$ cat config.mk
export PLATFORM = sky130hd
export DESIGN_NAME = vm_display_ownership_arbiter_flat
export DESIGN_NICKNAME = d
export VERILOG_FILES = /design/src/hw/rtl/vmdoa_pkg.sv /design/src/hw/rtl/vmdoa_if.sv /design/src/hw/rtl/vmdoa_decide.sv /design/src/hw/rtl/vm_display_ownership_arbiter.sv /design/src/flat_wrapper.sv
export SDC_FILE = /design/constraint.sdc
export NUM_CORES = 1
export LEC_CHECK = 0
export ABC_AREA = 1
export BUFFER_PORTS_ARGS = -buffer_cell sky130_fd_sc_hd__buf_4
export CAP_MARGIN = 20
export CELL_PAD_IN_SITES_DETAIL_PLACEMENT = 0
export CELL_PAD_IN_SITES_GLOBAL_PLACEMENT = 1
export CORE_MARGIN = 3
export CORE_UTILIZATION = 25
export DETAILED_ROUTE_END_ITERATION = 8
export PLACE_DENSITY_LB_ADDON = 0.1
export SLEW_MARGIN = 20
export SYNTH_ARGS = -nofsm -noshare
export SYNTH_HDL_FRONTEND = slang
export SYNTH_SLANG_ARGS = --single-unit
$ cat constraint.sdc
create_clock -name clk -period 2.9 [get_ports clk]
set_input_delay 0.725 -clock clk [delete_from_list [all_inputs] [get_ports clk]]
set_output_delay 0.725 -clock clk [all_outputs]
set_load 0.05 [all_outputs]
$ cat src/hw/rtl/vmdoa_pkg.sv
package vmdoa_pkg;

	localparam int VmBits  = 32;
	localparam int GenBits = 32;

	localparam logic [15:0] RejectCodeReset = 16'h014F;
	localparam logic [15:0] ModeText80      = 16'h0003;
	localparam logic [15:0] ModeText80Keep  = 16'h0083;

	// Event kinds.
	localparam logic [4:0] OP_DEV_READY      = 5'd0;
	localparam logic [4:0] OP_DEV_REGISTERED = 5'd1;
	localparam logic [4:0] OP_PRE_FG         = 5'd2;
	localparam logic [4:0] OP_POST_FG        = 5'd3;
	localparam logic [4:0] OP_PRE_DESK       = 5'd4;
	localparam logic [4:0] OP_POST_DESK      = 5'd5;
	localparam logic [4:0] OP_DESK_PROG      = 5'd6;
	localparam logic [4:0] OP_DESK_PROG_FAIL = 5'd7;
	localparam logic [4:0] OP_EXCL_BEGIN     = 5'd8;
	localparam logic [4:0] OP_EXCL_END       = 5'd9;
	localparam logic [4:0] OP_DRV_DISABLING  = 5'd10;
	localparam logic [4:0] OP_DEV_EXIT       = 5'd11;
	localparam logic [4:0] OP_SYS_EXIT       = 5'd12;
	localparam logic [4:0] OP_BIOS_MODE      = 5'd13;
	localparam logic [4:0] OP_VBE_MODE       = 5'd14;
	localparam logic [4:0] OP_REG_ACCESS     = 5'd15;
	localparam logic [4:0] OP_OWNER_REPORT   = 5'd16;

	typedef enum logic [4:0] {
		LC_COLD      = 5'b00001,
		LC_READY     = 5'b00010,
		LC_REG       = 5'b00100,
		LC_DISABLING = 5'b01000,
		LC_EXITED    = 5'b10000
	} lifecycle_t;

	localparam logic [1:0] AU_FIRMWARE = 2'd0;
	localparam logic [1:0] AU_DESKTOP  = 2'd1;
	localparam logic [1:0] AU_FGVGA    = 2'd2;

	localparam logic [1:0] TR_NONE    = 2'd0;
	localparam logic [1:0] TR_RECONF  = 2'd1;
	localparam logic [1:0] TR_TO_FG   = 2'd2;
	localparam logic [1:0] TR_TO_DESK = 2'd3;

	localparam logic [1:0] ACT_FORWARD = 2'd0;
	localparam logic [1:0] ACT_CONSUME = 2'd1;
	localparam logic [1:0] ACT_REJECT  = 2'd2;

	typedef struct packed {
		lifecycle_t         lc;
		logic [1:0]         au;
		logic [VmBits-1:0]  au_vm;
		logic [1:0]         tr;
		logic [VmBits-1:0]  tr_vm;
		logic [VmBits-1:0]  desk_vm;
		logic [GenBits-1:0] gen;
	} arb_state_t;

	typedef struct packed {
		logic [4:0]        op;
		logic [VmBits-1:0] vm_id;
		logic [15:0]       mode_value;
		logic              owner_fresh;
		logic [VmBits-1:0] observed_owner;
	} event_t;

	typedef struct packed {
		logic [1:0]         action;
		logic [15:0]        reject_ax;
		logic               trap_registers;
		logic               seq_fault;
		logic [1:0]         owner_kind;
		logic [VmBits-1:0]  owner_vm;
		logic [GenBits-1:0] owner_generation;
	} result_t;

endpackage

$ cat src/hw/rtl/vmdoa_if.sv
interface vmdoa_in_if;
	logic                          valid;
	logic                          ready;
	logic [4:0]                    op;
	logic [vmdoa_pkg::VmBits-1:0]  vm_id;
	logic [15:0]                   mode_value;
	logic                          owner_fresh;
	logic [vmdoa_pkg::VmBits-1:0]  observed_owner;

	modport source (output valid, op, vm_id, mode_value, owner_fresh, observed_owner,
		input ready);
	modport sink (input valid, op, vm_id, mode_value, owner_fresh, observed_owner,
		output ready);
endinterface

interface vmdoa_out_if;
	logic                          valid;
	logic                          ready;
	logic [1:0]                    action;
	logic [15:0]                   reject_ax;
	logic                          trap_registers;
	logic                          seq_fault;
	logic [1:0]                    owner_kind;
	logic [vmdoa_pkg::VmBits-1:0]  owner_vm;
	logic [vmdoa_pkg::GenBits-1:0] owner_generation;

	modport source (output valid, action, reject_ax, trap_registers, seq_fault,
		owner_kind, owner_vm, owner_generation, input ready);
	modport sink (input valid, action, reject_ax, trap_registers, seq_fault,
		owner_kind, owner_vm, owner_generation, output ready);
endinterface

$ cat src/hw/rtl/vmdoa_decide.sv
module vmdoa_decide (
	input  vmdoa_pkg::arb_state_t st,
	input  vmdoa_pkg::event_t     ev,
	input  logic [15:0]           reject_code,
	output vmdoa_pkg::arb_state_t nx,
	output vmdoa_pkg::result_t    res
);

	// Post-transition commit check: returns {commit, fault}.
	function automatic logic [1:0] post_eval(
		input vmdoa_pkg::arb_state_t s,
		input logic fresh,
		input logic [vmdoa_pkg::VmBits-1:0] seen,
		input logic [1:0] exp_tr,
		input logic [1:0] want_au,
		input logic [vmdoa_pkg::VmBits-1:0] want_vm
	);
		logic [1:0] r;
		r = 2'b00;
		if (fresh && seen != want_vm) begin
			r = 2'b01;
		end else if (s.tr == vmdoa_pkg::TR_NONE && s.au == want_au && s.au_vm == want_vm) begin
			r = 2'b00;
		end else if ((s.tr == exp_tr && s.tr_vm == want_vm) || fresh) begin
			r = 2'b10;
		end else begin
			r = 2'b01;
		end
		return r;
	endfunction

	logic                          reg_lc;
	logic                          is_desk;
	logic                          vm_nz;
	logic                          fault;
	logic                          deny;
	logic                          do_pend;
	logic [1:0]                    pend_tr;
	logic [vmdoa_pkg::VmBits-1:0]  pend_vm;
	logic                          do_commit;
	logic [1:0]                    cm_au;
	logic [vmdoa_pkg::VmBits-1:0]  cm_vm;
	logic [1:0]                    post_r;
	logic                          req_ok;
	logic                          changed;
	vmdoa_pkg::arb_state_t         mid;

	assign reg_lc  = st.lc == vmdoa_pkg::LC_REG;
	assign vm_nz   = ev.vm_id != '0;
	assign is_desk = vm_nz && ev.vm_id == st.desk_vm;

	always_comb begin
		mid       = st;
		fault     = 1'b0;
		deny      = 1'b0;
		do_pend   = 1'b0;
		pend_tr   = vmdoa_pkg::TR_NONE;
		pend_vm   = '0;
		do_commit = 1'b0;
		cm_au     = vmdoa_pkg::AU_FIRMWARE;
		cm_vm     = '0;
		post_r    = 2'b00;
		req_ok    = 1'b0;

		case (ev.op)
			vmdoa_pkg::OP_DEV_READY: begin
				if (st.lc == vmdoa_pkg::LC_COLD) mid.lc = vmdoa_pkg::LC_READY;
				else if (st.lc != vmdoa_pkg::LC_READY) fault = 1'b1;
			end
			vmdoa_pkg::OP_DEV_REGISTERED: begin
				if (st.lc == vmdoa_pkg::LC_READY && vm_nz) begin
					mid.lc      = vmdoa_pkg::LC_REG;
					mid.desk_vm = ev.vm_id;
					do_pend     = 1'b1;
					pend_tr     = vmdoa_pkg::TR_RECONF;
					pend_vm     = ev.vm_id;
				end else if (st.lc == vmdoa_pkg::LC_DISABLING && is_desk) begin
					mid.lc  = vmdoa_pkg::LC_REG;
					do_pend = 1'b1;
					pend_tr = vmdoa_pkg::TR_RECONF;
					pend_vm = st.desk_vm;
				end else if (!reg_lc || !is_desk) begin
					fault = 1'b1;
				end
			end
			vmdoa_pkg::OP_PRE_FG: begin
				if (!reg_lc || !vm_nz) begin
					fault = 1'b1;
				end else if (st.tr == vmdoa_pkg::TR_NONE ||
						(st.tr == vmdoa_pkg::TR_RECONF && st.tr_vm == ev.vm_id)) begin
					do_pend = 1'b1;
					pend_tr = vmdoa_pkg::TR_TO_FG;
					pend_vm = ev.vm_id;
				end else if (st.tr != vmdoa_pkg::TR_TO_FG || st.tr_vm != ev.vm_id) begin
					fault = 1'b1;
				end
			end
			vmdoa_pkg::OP_POST_FG: begin
				if (!reg_lc || !vm_nz) begin
					fault = 1'b1;
				end else begin
					post_r    = post_eval(st, ev.owner_fresh, ev.observed_owner,
						vmdoa_pkg::TR_TO_FG, vmdoa_pkg::AU_FGVGA, ev.vm_id);
					do_commit = post_r[1];
					fault     = post_r[0];
					cm_au     = vmdoa_pkg::AU_FGVGA;
					cm_vm     = ev.vm_id;
				end
			end
			vmdoa_pkg::OP_PRE_DESK: begin
				if (!reg_lc || !is_desk) begin
					fault = 1'b1;
				end else if (st.tr == vmdoa_pkg::TR_NONE ||
						(st.tr == vmdoa_pkg::TR_RECONF && st.tr_vm == st.desk_vm)) begin
					do_pend = 1'b1;
					pend_tr = vmdoa_pkg::TR_TO_DESK;
					pend_vm = st.desk_vm;
				end else if (st.tr != vmdoa_pkg::TR_TO_DESK || st.tr_vm != st.desk_vm) begin
					fault = 1'b1;
				end
			end
			vmdoa_pkg::OP_POST_DESK: begin
				if (!reg_lc || !is_desk) begin
					fault = 1'b1;
				end else begin
					post_r    = post_eval(st, ev.owner_fresh, ev.observed_owner,
						vmdoa_pkg::TR_TO_DESK, vmdoa_pkg::AU_DESKTOP, st.desk_vm);
					do_commit = post_r[1];
					fault     = post_r[0];
					cm_au     = vmdoa_pkg::AU_DESKTOP;
					cm_vm     = st.desk_vm;
				end
			end
			vmdoa_pkg::OP_DESK_PROG: begin
				if (!reg_lc || !is_desk) begin
					fault = 1'b1;
				end else if (st.tr == vmdoa_pkg::TR_RECONF && st.tr_vm == st.desk_vm) begin
					do_commit = 1'b1;
					cm_au     = vmdoa_pkg::AU_DESKTOP;
					cm_vm     = st.desk_vm;
				end else if (st.tr == vmdoa_pkg::TR_TO_DESK && st.tr_vm == st.desk_vm) begin
					fault = 1'b0;
				end else if (st.tr != vmdoa_pkg::TR_NONE || st.au != vmdoa_pkg::AU_DESKTOP ||
						st.au_vm != st.desk_vm) begin
					fault = 1'b1;
				end
			end
			vmdoa_pkg::OP_DESK_PROG_FAIL: begin
				if (!reg_lc || !is_desk) begin
					fault = 1'b1;
				end else if (st.tr == vmdoa_pkg::TR_NONE) begin
					fault = 1'b0;
				end else if ((st.tr == vmdoa_pkg::TR_RECONF || st.tr == vmdoa_pkg::TR_TO_DESK)
						&& st.tr_vm == st.desk_vm) begin
					do_pend = 1'b1;
				end else begin
					fault = 1'b1;
				end
			end
			vmdoa_pkg::OP_EXCL_BEGIN: begin
				if (st.lc == vmdoa_pkg::LC_DISABLING || st.lc == vmdoa_pkg::LC_EXITED) begin
					fault = 1'b0;
				end else if (!reg_lc || !is_desk) begin
					fault = 1'b1;
				end else if (st.tr != vmdoa_pkg::TR_NONE) begin
					fault = st.tr_vm != st.desk_vm;
				end else if (st.au == vmdoa_pkg::AU_DESKTOP && st.au_vm == st.desk_vm) begin
					do_pend = 1'b1;
					pend_tr = vmdoa_pkg::TR_RECONF;
					pend_vm = st.desk_vm;
				end else if (!(st.au == vmdoa_pkg::AU_FGVGA && st.au_vm == st.desk_vm)) begin
					fault = 1'b1;
				end
			end
			vmdoa_pkg::OP_EXCL_END: begin
				if (st.lc == vmdoa_pkg::LC_DISABLING || st.lc == vmdoa_pkg::LC_EXITED) begin
					fault = 1'b0;
				end else if (!reg_lc || !is_desk) begin
					fault = 1'b1;
				end else if (st.tr != vmdoa_pkg::TR_NONE) begin
					if (st.tr_vm != st.desk_vm) begin
						fault = 1'b1;
					end else if (st.tr == vmdoa_pkg::TR_RECONF) begin
						if (st.au == vmdoa_pkg::AU_DESKTOP && st.au_vm == st.desk_vm)
							do_pend = 1'b1;
						else if (st.au != vmdoa_pkg::AU_FGVGA)
							fault = 1'b1;
					end
				end else if (st.au == vmdoa_pkg::AU_FGVGA && st.au_vm == st.desk_vm) begin
					do_pend = 1'b1;
					pend_tr = vmdoa_pkg::TR_RECONF;
					pend_vm = st.desk_vm;
				end else if (st.au != vmdoa_pkg::AU_DESKTOP || st.au_vm != st.desk_vm) begin
					fault = 1'b1;
				end
			end
			vmdoa_pkg::OP_DRV_DISABLING: begin
				if (st.lc == vmdoa_pkg::LC_EXITED) begin
					fault = 1'b0;
				end else if (reg_lc && is_desk) begin
					mid.lc  = vmdoa_pkg::LC_DISABLING;
					do_pend = 1'b1;
				end else if (st.lc != vmdoa_pkg::LC_DISABLING || !is_desk) begin
					fault = 1'b1;
				end
			end
			vmdoa_pkg::OP_DEV_EXIT, vmdoa_pkg::OP_SYS_EXIT: begin
				if (st.lc != vmdoa_pkg::LC_EXITED) begin
					mid.lc      = vmdoa_pkg::LC_EXITED;
					mid.desk_vm = '0;
					do_commit   = 1'b1;
				end
			end
			vmdoa_pkg::OP_BIOS_MODE, vmdoa_pkg::OP_VBE_MODE, vmdoa_pkg::OP_REG_ACCESS: begin
				if (st.lc == vmdoa_pkg::LC_DISABLING) begin
					// While disabling, register accesses and the desktop's BIOS return to text mode pass.
					if (ev.op == vmdoa_pkg::OP_REG_ACCESS) begin
						deny = 1'b0;
					end else if (ev.op == vmdoa_pkg::OP_BIOS_MODE && ev.vm_id == st.desk_vm &&
							(ev.mode_value == vmdoa_pkg::ModeText80 ||
							 ev.mode_value == vmdoa_pkg::ModeText80Keep)) begin
						deny = 1'b0;
					end else begin
						deny = 1'b1;
					end
				end else if (reg_lc) begin
					if (st.tr != vmdoa_pkg::TR_NONE)
						req_ok = vm_nz && ev.vm_id == st.tr_vm;
					else if (st.au == vmdoa_pkg::AU_FGVGA)
						req_ok = vm_nz && ev.vm_id == st.au_vm;
					else
						req_ok = 1'b0;
					deny = !req_ok;
				end
			end
			vmdoa_pkg::OP_OWNER_REPORT: begin
				if (!reg_lc) begin
					fault = 1'b1;
				end else if (!ev.owner_fresh) begin
					fault = 1'b0;
				end else if (!vm_nz || ev.vm_id != ev.observed_owner) begin
					fault = 1'b1;
				end else if (st.tr != vmdoa_pkg::TR_NONE && ev.vm_id != st.tr_vm) begin
					fault = 1'b0;
				end else if (ev.vm_id != st.desk_vm) begin
					do_commit = 1'b1;
					cm_au     = vmdoa_pkg::AU_FGVGA;
					cm_vm     = ev.vm_id;
				end
			end
			default: begin
				fault = 1'b1;
			end
		endcase
	end

	assign changed = st.au != cm_au || st.au_vm != cm_vm || st.tr != vmdoa_pkg::TR_NONE;

	always_comb begin
		nx = mid;
		if (do_pend) begin
			nx.tr    = pend_tr;
			nx.tr_vm = pend_vm;
		end
		if (do_commit) begin
			nx.au    = cm_au;
			nx.au_vm = cm_vm;
			nx.tr    = vmdoa_pkg::TR_NONE;
			nx.tr_vm = '0;
			if (changed) nx.gen = st.gen + vmdoa_pkg::GenBits'(1);
		end
	end

	always_comb begin
		res.action    = vmdoa_pkg::ACT_FORWARD;
		res.reject_ax = '0;
		if (deny) begin
			if (ev.op == vmdoa_pkg::OP_VBE_MODE) begin
				res.action    = vmdoa_pkg::ACT_REJECT;
				res.reject_ax = reject_code;
			end else begin
				res.action = vmdoa_pkg::ACT_CONSUME;
			end
		end
		res.trap_registers   = nx.lc == vmdoa_pkg::LC_REG;
		res.seq_fault        = fault;
		res.owner_kind       = nx.au;
		res.owner_vm         = nx.au_vm;
		res.owner_generation = nx.gen;
	end

endmodule

$ cat src/hw/rtl/vm_display_ownership_arbiter.sv
// Display ownership arbiter.
// in_ch carries one event word per handshake (op, vm_id, mode_value, owner_fresh,
// observed_owner); out_ch returns exactly one result word per event, in order.
// cfg_we/cfg_wdata write the VBE reject code; write it only while the block is idle.
// An event is registered on acceptance, then decided combinationally against the
// arbitration state and written to the output register together with the new state.
// Throughput is one event per cycle while the receiver keeps taking results: the
// input register refills in the same cycle its word moves to the output register,
// and the state update loop through the decision logic adds no limit of its own.
// When the receiver stalls, the output register holds its word, the input register
// holds the next event and in_ch.ready drops until the output drains.
// Reset puts the lifecycle in cold, authority in firmware with no owner and no
// pending transition, zeroes the desktop VM and generation, restores the reject
// code to 0x014F and empties both registers.
module vm_display_ownership_arbiter (
	input  logic              clk,
	input  logic              arst_n,
	vmdoa_in_if.sink          in_ch,
	vmdoa_out_if.source       out_ch,
	input  logic              cfg_we,
	input  logic [15:0]       cfg_wdata
);

	logic                  valid_s1;
	vmdoa_pkg::event_t     ev_s1;
	logic                  valid_s2;
	vmdoa_pkg::result_t    res_s2;
	logic [15:0]           reject_code_q;
	vmdoa_pkg::arb_state_t state_q;
	vmdoa_pkg::arb_state_t state_nx;
	vmdoa_pkg::result_t    res_nx;
	logic                  advance;

	assign advance     = valid_s1 && (!valid_s2 || out_ch.ready);
	assign in_ch.ready = !valid_s1 || advance;

	always_ff @(posedge clk or negedge arst_n) begin
		if (!arst_n) begin
			reject_code_q <= vmdoa_pkg::RejectCodeReset;
		end else if (cfg_we) begin
			reject_code_q <= cfg_wdata;
		end
	end

	always_ff @(posedge clk or negedge arst_n) begin
		if (!arst_n) begin
			valid_s1 <= 1'b0;
		end else if (in_ch.ready) begin
			valid_s1 <= in_ch.valid;
		end
	end

	always_ff @(posedge clk) begin
		if (in_ch.valid && in_ch.ready) begin
			ev_s1.op             <= in_ch.op;
			ev_s1.vm_id          <= in_ch.vm_id;
			ev_s1.mode_value     <= in_ch.mode_value;
			ev_s1.owner_fresh    <= in_ch.owner_fresh;
			ev_s1.observed_owner <= in_ch.observed_owner;
		end
	end

	vmdoa_decide u_decide (
		.st          (state_q),
		.ev          (ev_s1),
		.reject_code (reject_code_q),
		.nx          (state_nx),
		.res         (res_nx)
	);

	always_ff @(posedge clk or negedge arst_n) begin
		if (!arst_n) begin
			state_q.lc      <= vmdoa_pkg::LC_COLD;
			state_q.au      <= vmdoa_pkg::AU_FIRMWARE;
			state_q.au_vm   <= '0;
			state_q.tr      <= vmdoa_pkg::TR_NONE;
			state_q.tr_vm   <= '0;
			state_q.desk_vm <= '0;
			state_q.gen     <= '0;
		end else if (advance) begin
			state_q <= state_nx;
		end
	end

	always_ff @(posedge clk or negedge arst_n) begin
		if (!arst_n) begin
			valid_s2 <= 1'b0;
		end else if (advance) begin
			valid_s2 <= 1'b1;
		end else if (out_ch.ready) begin
			valid_s2 <= 1'b0;
		end
	end

	always_ff @(posedge clk) begin
		if (advance) begin
			res_s2 <= res_nx;
		end
	end

	assign out_ch.valid            = valid_s2;
	assign out_ch.action           = res_s2.action;
	assign out_ch.reject_ax        = res_s2.reject_ax;
	assign out_ch.trap_registers   = res_s2.trap_registers;
	assign out_ch.seq_fault        = res_s2.seq_fault;
	assign out_ch.owner_kind       = res_s2.owner_kind;
	assign out_ch.owner_vm         = res_s2.owner_vm;
	assign out_ch.owner_generation = res_s2.owner_generation;

endmodule
$ cat src/flat_wrapper.sv
// flat-port wrapper written by rule: the top's interface ports become plain ports
module vm_display_ownership_arbiter_flat 
  (clk, arst_n, cfg_we, cfg_wdata, in_ch_valid, in_ch_op, in_ch_vm_id, in_ch_mode_value, in_ch_owner_fresh, in_ch_observed_owner, in_ch_ready, out_ch_valid, out_ch_action, out_ch_reject_ax, out_ch_trap_registers, out_ch_seq_fault, out_ch_owner_kind, out_ch_owner_vm, out_ch_owner_generation, out_ch_ready);
  vmdoa_in_if in_ch_i ();
  vmdoa_out_if out_ch_i ();
  input  logic clk;
  input  logic arst_n;
  input  logic cfg_we;
  input  logic [15:0] cfg_wdata;
  input wire logic [$bits(in_ch_i.valid)-1:0] in_ch_valid;
  input wire logic [$bits(in_ch_i.op)-1:0] in_ch_op;
  input wire logic [$bits(in_ch_i.vm_id)-1:0] in_ch_vm_id;
  input wire logic [$bits(in_ch_i.mode_value)-1:0] in_ch_mode_value;
  input wire logic [$bits(in_ch_i.owner_fresh)-1:0] in_ch_owner_fresh;
  input wire logic [$bits(in_ch_i.observed_owner)-1:0] in_ch_observed_owner;
  output wire logic [$bits(in_ch_i.ready)-1:0] in_ch_ready;
  output wire logic [$bits(out_ch_i.valid)-1:0] out_ch_valid;
  output wire logic [$bits(out_ch_i.action)-1:0] out_ch_action;
  output wire logic [$bits(out_ch_i.reject_ax)-1:0] out_ch_reject_ax;
  output wire logic [$bits(out_ch_i.trap_registers)-1:0] out_ch_trap_registers;
  output wire logic [$bits(out_ch_i.seq_fault)-1:0] out_ch_seq_fault;
  output wire logic [$bits(out_ch_i.owner_kind)-1:0] out_ch_owner_kind;
  output wire logic [$bits(out_ch_i.owner_vm)-1:0] out_ch_owner_vm;
  output wire logic [$bits(out_ch_i.owner_generation)-1:0] out_ch_owner_generation;
  input wire logic [$bits(out_ch_i.ready)-1:0] out_ch_ready;
  assign in_ch_i.valid = in_ch_valid;
  assign in_ch_i.op = in_ch_op;
  assign in_ch_i.vm_id = in_ch_vm_id;
  assign in_ch_i.mode_value = in_ch_mode_value;
  assign in_ch_i.owner_fresh = in_ch_owner_fresh;
  assign in_ch_i.observed_owner = in_ch_observed_owner;
  assign in_ch_ready = in_ch_i.ready;
  assign out_ch_valid = out_ch_i.valid;
  assign out_ch_action = out_ch_i.action;
  assign out_ch_reject_ax = out_ch_i.reject_ax;
  assign out_ch_trap_registers = out_ch_i.trap_registers;
  assign out_ch_seq_fault = out_ch_i.seq_fault;
  assign out_ch_owner_kind = out_ch_i.owner_kind;
  assign out_ch_owner_vm = out_ch_i.owner_vm;
  assign out_ch_owner_generation = out_ch_i.owner_generation;
  assign out_ch_i.ready = out_ch_ready;
  vm_display_ownership_arbiter u_core (.clk(clk), .arst_n(arst_n), .in_ch(in_ch_i), .out_ch(out_ch_i), .cfg_we(cfg_we), .cfg_wdata(cfg_wdata));
endmodule
; Yosys cells after proc, flatten, opt, wreduce, memory -nomap -nowiden
; Cells that the tools add are included.
[classes]
n_addsub = 1
eq_ne = 55
mux = 157
reduce_logical = 63
[op_table]
columns = op, n
row1 = $mux W32, 27
row2 = $ne A32 B32 Y1, 9
row3 = $eq A32 B32 Y1, 7
row4 = $pmux W32 S5, 1
row5 = $pmux W32 S4, 1
row6 = $mux W1, 96
row7 = $mux W68, 1
row8 = $pmux W32 S2, 1
row9 = $eq A5 B4 Y1 const B, 9
row10 = $mux W2, 17
row11 = $mux W34, 1
row12 = $add A32 B1 Y32 const B, 1
row13 = $reduce_bool A32 Y1, 1
row14 = $eq A5 B3 Y1 const B, 6
row15 = $mux W5, 6
row16 = $logic_and A1 B1 Y1, 24
row17 = $logic_or A1 B1 Y1, 20
row18 = $pmux W5 S4, 1
row19 = $eq A16 B2 Y1 const B, 1
row20 = $eq A16 B8 Y1 const B, 1
row21 = $eq A5 B2 Y1 const B, 3
row22 = $pmux W1 S13, 1
row23 = $eq A5 B1 Y1 const B, 2
row24 = $eq A5 B5 Y1 const B, 2
row25 = 21 further kinds, 37
[totals]
reg_bits = 327
in_bits = 107
out_inout_bits = 88
elab_cells = 298

; Depth between registers and ports, before layout
[depth]
word_depth = 12
depth_mapped = 30
ltp_nobuf = 27

; Hierarchy
; From an unflattened synthesis, not the netlist that was laid out.
[unflattened]
hier_cells = 2800
hier_area_um2 = 20505.9
[modules_own_cells]
columns = mod, instances, cells_per_inst, area_per_inst_um2, seq_area_each_um2
row1 = vm_display_ownership_arbiter, 1, 843, 11248.3, 9052.4
row2 = vmdoa_decide, 1, 1957, 9257.6, 0.0

; Worst setup path after synthesis
; OpenSTA, ideal clock, no wires.
[synth_timing]
path_type = input port to flip-flop
from = input port out_ch_ready
to = register u_core.ev_s1[0] (netlist name), enable pin
arrival_time_ns = 2.970
required_ns = 2.462
path_slack_ns = -0.509
path_stages = 4
n_path_buf = 0
cell_sequence = inv_1 > nand3_1 > nand2_1 > inv_1
[synth_via]
elab_chain_len = 4
[synth_rtl]
columns = item, line
row1 = from (decl), flat_wrapper.sv:25  ; input wire logic [$bits(out_ch_i.ready)-1:0] out_ch_ready;
row2 = $logic_or A1 B1 Y1, vm_display_ownership_arbiter.sv:34  ; assign advance = valid_s1 && (!valid_s2 || out_ch.ready);
row3 = $logic_and A1 B1 Y1, vm_display_ownership_arbiter.sv:34
row4 = $logic_or A1 B1 Y1, vm_display_ownership_arbiter.sv:35  ; assign in_ch.ready = !valid_s1 || advance;
row5 = net in_ch_ready, flat_wrapper.sv:16  ; output wire logic [$bits(in_ch_i.ready)-1:0] in_ch_ready;
row6 = $logic_and A1 B1 Y1, vm_display_ownership_arbiter.sv:54  ; if (in_ch.valid && in_ch.ready) begin
row7 = to (decl), vm_display_ownership_arbiter.sv:25  ; vmdoa_pkg::event_t ev_s1;
; The timed path passes the listed nets, and every way through them passes these cells.
; A chain may end at the register's enable or synchronous reset.

==> results_dict.tcl <==
set metrics [dict create \
    syn_inst 2314 \
    synth_cell_types 48 \
    crit_path_frequent_cell "nand2_2" \
    drt-wirelength-per-cell_um 18.72 \
    ys_seq_area_share_pct 49.34 \
    critical-path-top-delay-family "simple AND/OR/NAND/NOR gates" \
    setup-violations-final 187 \
    diodes 0 \
    startpoint_type "flip-flop" \
    antenna_found_initial 0 \
    grt_remaining_overflow 0 \
    fillers 7389 \
    clockRootBuffer "clkbuf_16" \
    die_h_um 276.5 \
    fin_ws_ns -0.6951 \
    worstSetupPathType "reg2reg" \
    die_area_sq_mm 0.07643 \
    holdWs_ns 0.1185 \
    status "finished, violations left" \
    cts_buffers 43 \
    cts_sinks 326 \
    maxCapViolations 0 \
    stdcell_count 3937 \
    placed_cells 3810 \
    worst_clock_skew_ns 0.02462 \
    leakagePower_nw 12.34 \
    required_ns 3.22 \
    clk_latency_ns 0.58 \
    cp_max_fo 23 \
    synth_top_area_share_pct 28.08 \
    cts_tree "built" \
    slew_headroom_pct 61.02 \
    drive_above_1_share_pct 34.55 \
    ys_ff_latch 326 \
    postRouteAntennaNets 0 \
    core_area_sq_mm 0.07198 \
    io_buffers 193 \
    place_ws_ns -0.9804 \
    syn_area_per_cell_sq_um 7.903 \
    cellPowerDensity_mw_per_mm2 770.3 \
    wirelength_um 73710 \
    ir_worst_vdd_mv 0.4237 \
    drtIter0Drc 1122 \
    synth_nets 2422 \
    grt_util_all_layers_pct 18.51 \
    dp_hpwl_um 55390 \
    min_path_type "in2async" \
    nets 3061 \
    synthesis.area_sq_mm 0.01829 \
    htree_levels 2 \
    vias 17580 \
    final_common_cell "nand2_1" \
    reg2reg_slack_ns -0.70 \
    cp_slowest_cell "edfxtp_1" \
    clock.fmax_mhz 278.2 \
    arrival_ns 3.91 \
    grt_max_degree 84 \
    tightest_slew_ns 0.5848 \
    period_share_pct 124.0 \
    synth.area.top_cells "edfxtp_1 28%, dfrtp_1 20%, nand2_1 16%" \
    routed_via_density 4.464 \
    drcViolationCount 0 \
    hold_violations 0 \
    min_period_ns 3.595 \
    endpoint_kind "flip-flop" \
    tns_ns -70.52 \
    die_width_um 276.5 \
    cp.buffers_inverters 8 \
    drv_slew 0 \
    clockBufferDepth 3 \
    clkTransAtPathRegs_ns 0.06 \
    total_power_mw 21.05 \
    area_delta_synth_final_pct 49.43 \
    violations "setup timing" \
    globalplace.congestion 0.8816 \
    first_global_vias 17120 \
    rows 98 \
    start_util_pct 25.41 \
    yosysTopAreaCell "edfxtp_1" \
    critPathMaxStageDelay_ns 0.44 \
    grt_pass1_wl_um 108200 \
    ys_warn_count 0 \
    first_pass_iters 5 \
    rsz0062_at_grt "yes" \
    io_pins 195 \
    final_cell_mix "697 x nand2_1, 646 x buf_4, 212 x inv_1" \
]
## per-stage QoR
stage	cell area (sq um)	utilization [%]
finish	27330	37.97
global route	27330	37.97
CTS	26210	36.41
detailed placement	24230	33.67
global placement	24230	33.67
floorplan	18350	-
## worst register-to-register path: cells and delay by family (launching register included)
family / cells / cell delay (ns)
and+or+nand+nor: 22 / 1.77
buffers and inverters: 8 / 1.10
DFF: 1 / 0.44
## power breakdown
group          total (mW)  switching [mW]  internal [mW]
clock                5.32            2.22           3.11
combinational        8.82            5.09           3.73
sequential           6.90           0.957           5.95
total                21.0            8.26           12.8
## cells in the mapped netlist, drive strengths merged
cell type and instances:
nand4 64, clkbuf 43, and3 3, o2111ai 3
xnor2 109, a21oi 12, ha 1, nor2 166
and2 10, a41oi 1, a211oi 4, o21a 1
nor4 17, a31oi 3, inv 238, a21bo 1
o22ai 9, edfxtp 171, dfrtp 148, o221ai 4
buf 75, a22oi 25, clkinv 5, a221oi 1
o311ai 1, nor3 31, nand3b 2, nand3 144
dfstp 7, nand2 796, xor2 22, a31o 1
o211ai 1, or2 10, o21ai 185
## sequential cells by signal, indices dropped and copies added (netlist names)
register                        cells
u_core.out_ch.owner_vm             32
u_core.out_ch.trap_registers        1
u_core.out_ch.valid                 1
u_core.out_ch.owner_generation     32
u_core.ev_s1                       85
u_core.out_ch.seq_fault             1
u_core.out_ch.owner_kind            2
u_core.reject_code_q               16
u_core.out_ch.reject_ax            16
u_core.out_ch.action                2
u_core.valid_s1                     1
u_core.state_q                    137
## kinds of logic after synthesis
kind of cell    count (synthesis)  share of synthesized area [%]
simple gates                 1243                          28.50
buf+inv                       361                          8.162
flops                         326                          49.34
compound gates                252                          7.656
xor+xnor                      131                          6.274
fa+ha+maj                       1                        0.06841
## final timing paths
kind                                                startpoint  cells after the start                                           end
setup reg to reg                    u_core.ev_s1[72]$_DFFE_PP_                     30  u_core.out_ch.owner_generation[24]$_DFFE_PP_
setup / recovery                    u_core.ev_s1[72]$_DFFE_PP_                     30  u_core.out_ch.owner_generation[24]$_DFFE_PP_
hold reg to reg            u_core.reject_code_q[8]$_DFFE_PN1P_                      2           u_core.reject_code_q[8]$_DFFE_PN1P_
max in group asynchronous                               arst_n                      2           u_core.reject_code_q[2]$_DFFE_PN1P_
min in group clk                      in_ch_observed_owner[19]                      1                    u_core.ev_s1[19]$_DFFE_PP_
hold / removal                                          arst_n                      1           u_core.reject_code_q[5]$_DFFE_PN0P_
## routing by layer
metal | global-route usage, % | part of all wire, % | up-vias
met3 | 2.837 | 4.4 | 67
li1 | - | - | 8798
met1 | 25.90 | 47 | 8321
met5 | 0 | 0 | -
met2 | 30.29 | 47 | 390
met4 | 3.873 | 1.7 | 0
## what timing repair did
action | CTS | global route
setup buffers | 16 | 20
resized for setup | 100 | 248
pin swaps | 24 | 56
hold buffers | 0 | 0
setup endpoints to repair | 189 | 189
gates cloned | 5 | 8
## final cells by class
class | instances | area [sq um] | area share [%]
flip-flops and latches | 326 | 9025 | 33.03
well taps | 950 | 1189 | 4.350
multi-input cells | 1627 | 8772 | 32.10
inverters | 243 | 925.9 | 3.388
clock buffers | 54 | 1200 | 4.391
clock inverters | 25 | 190.2 | 0.6960
repair buffers | 712 | 6025 | 22.05
Power figures use the tool's default switching activity.
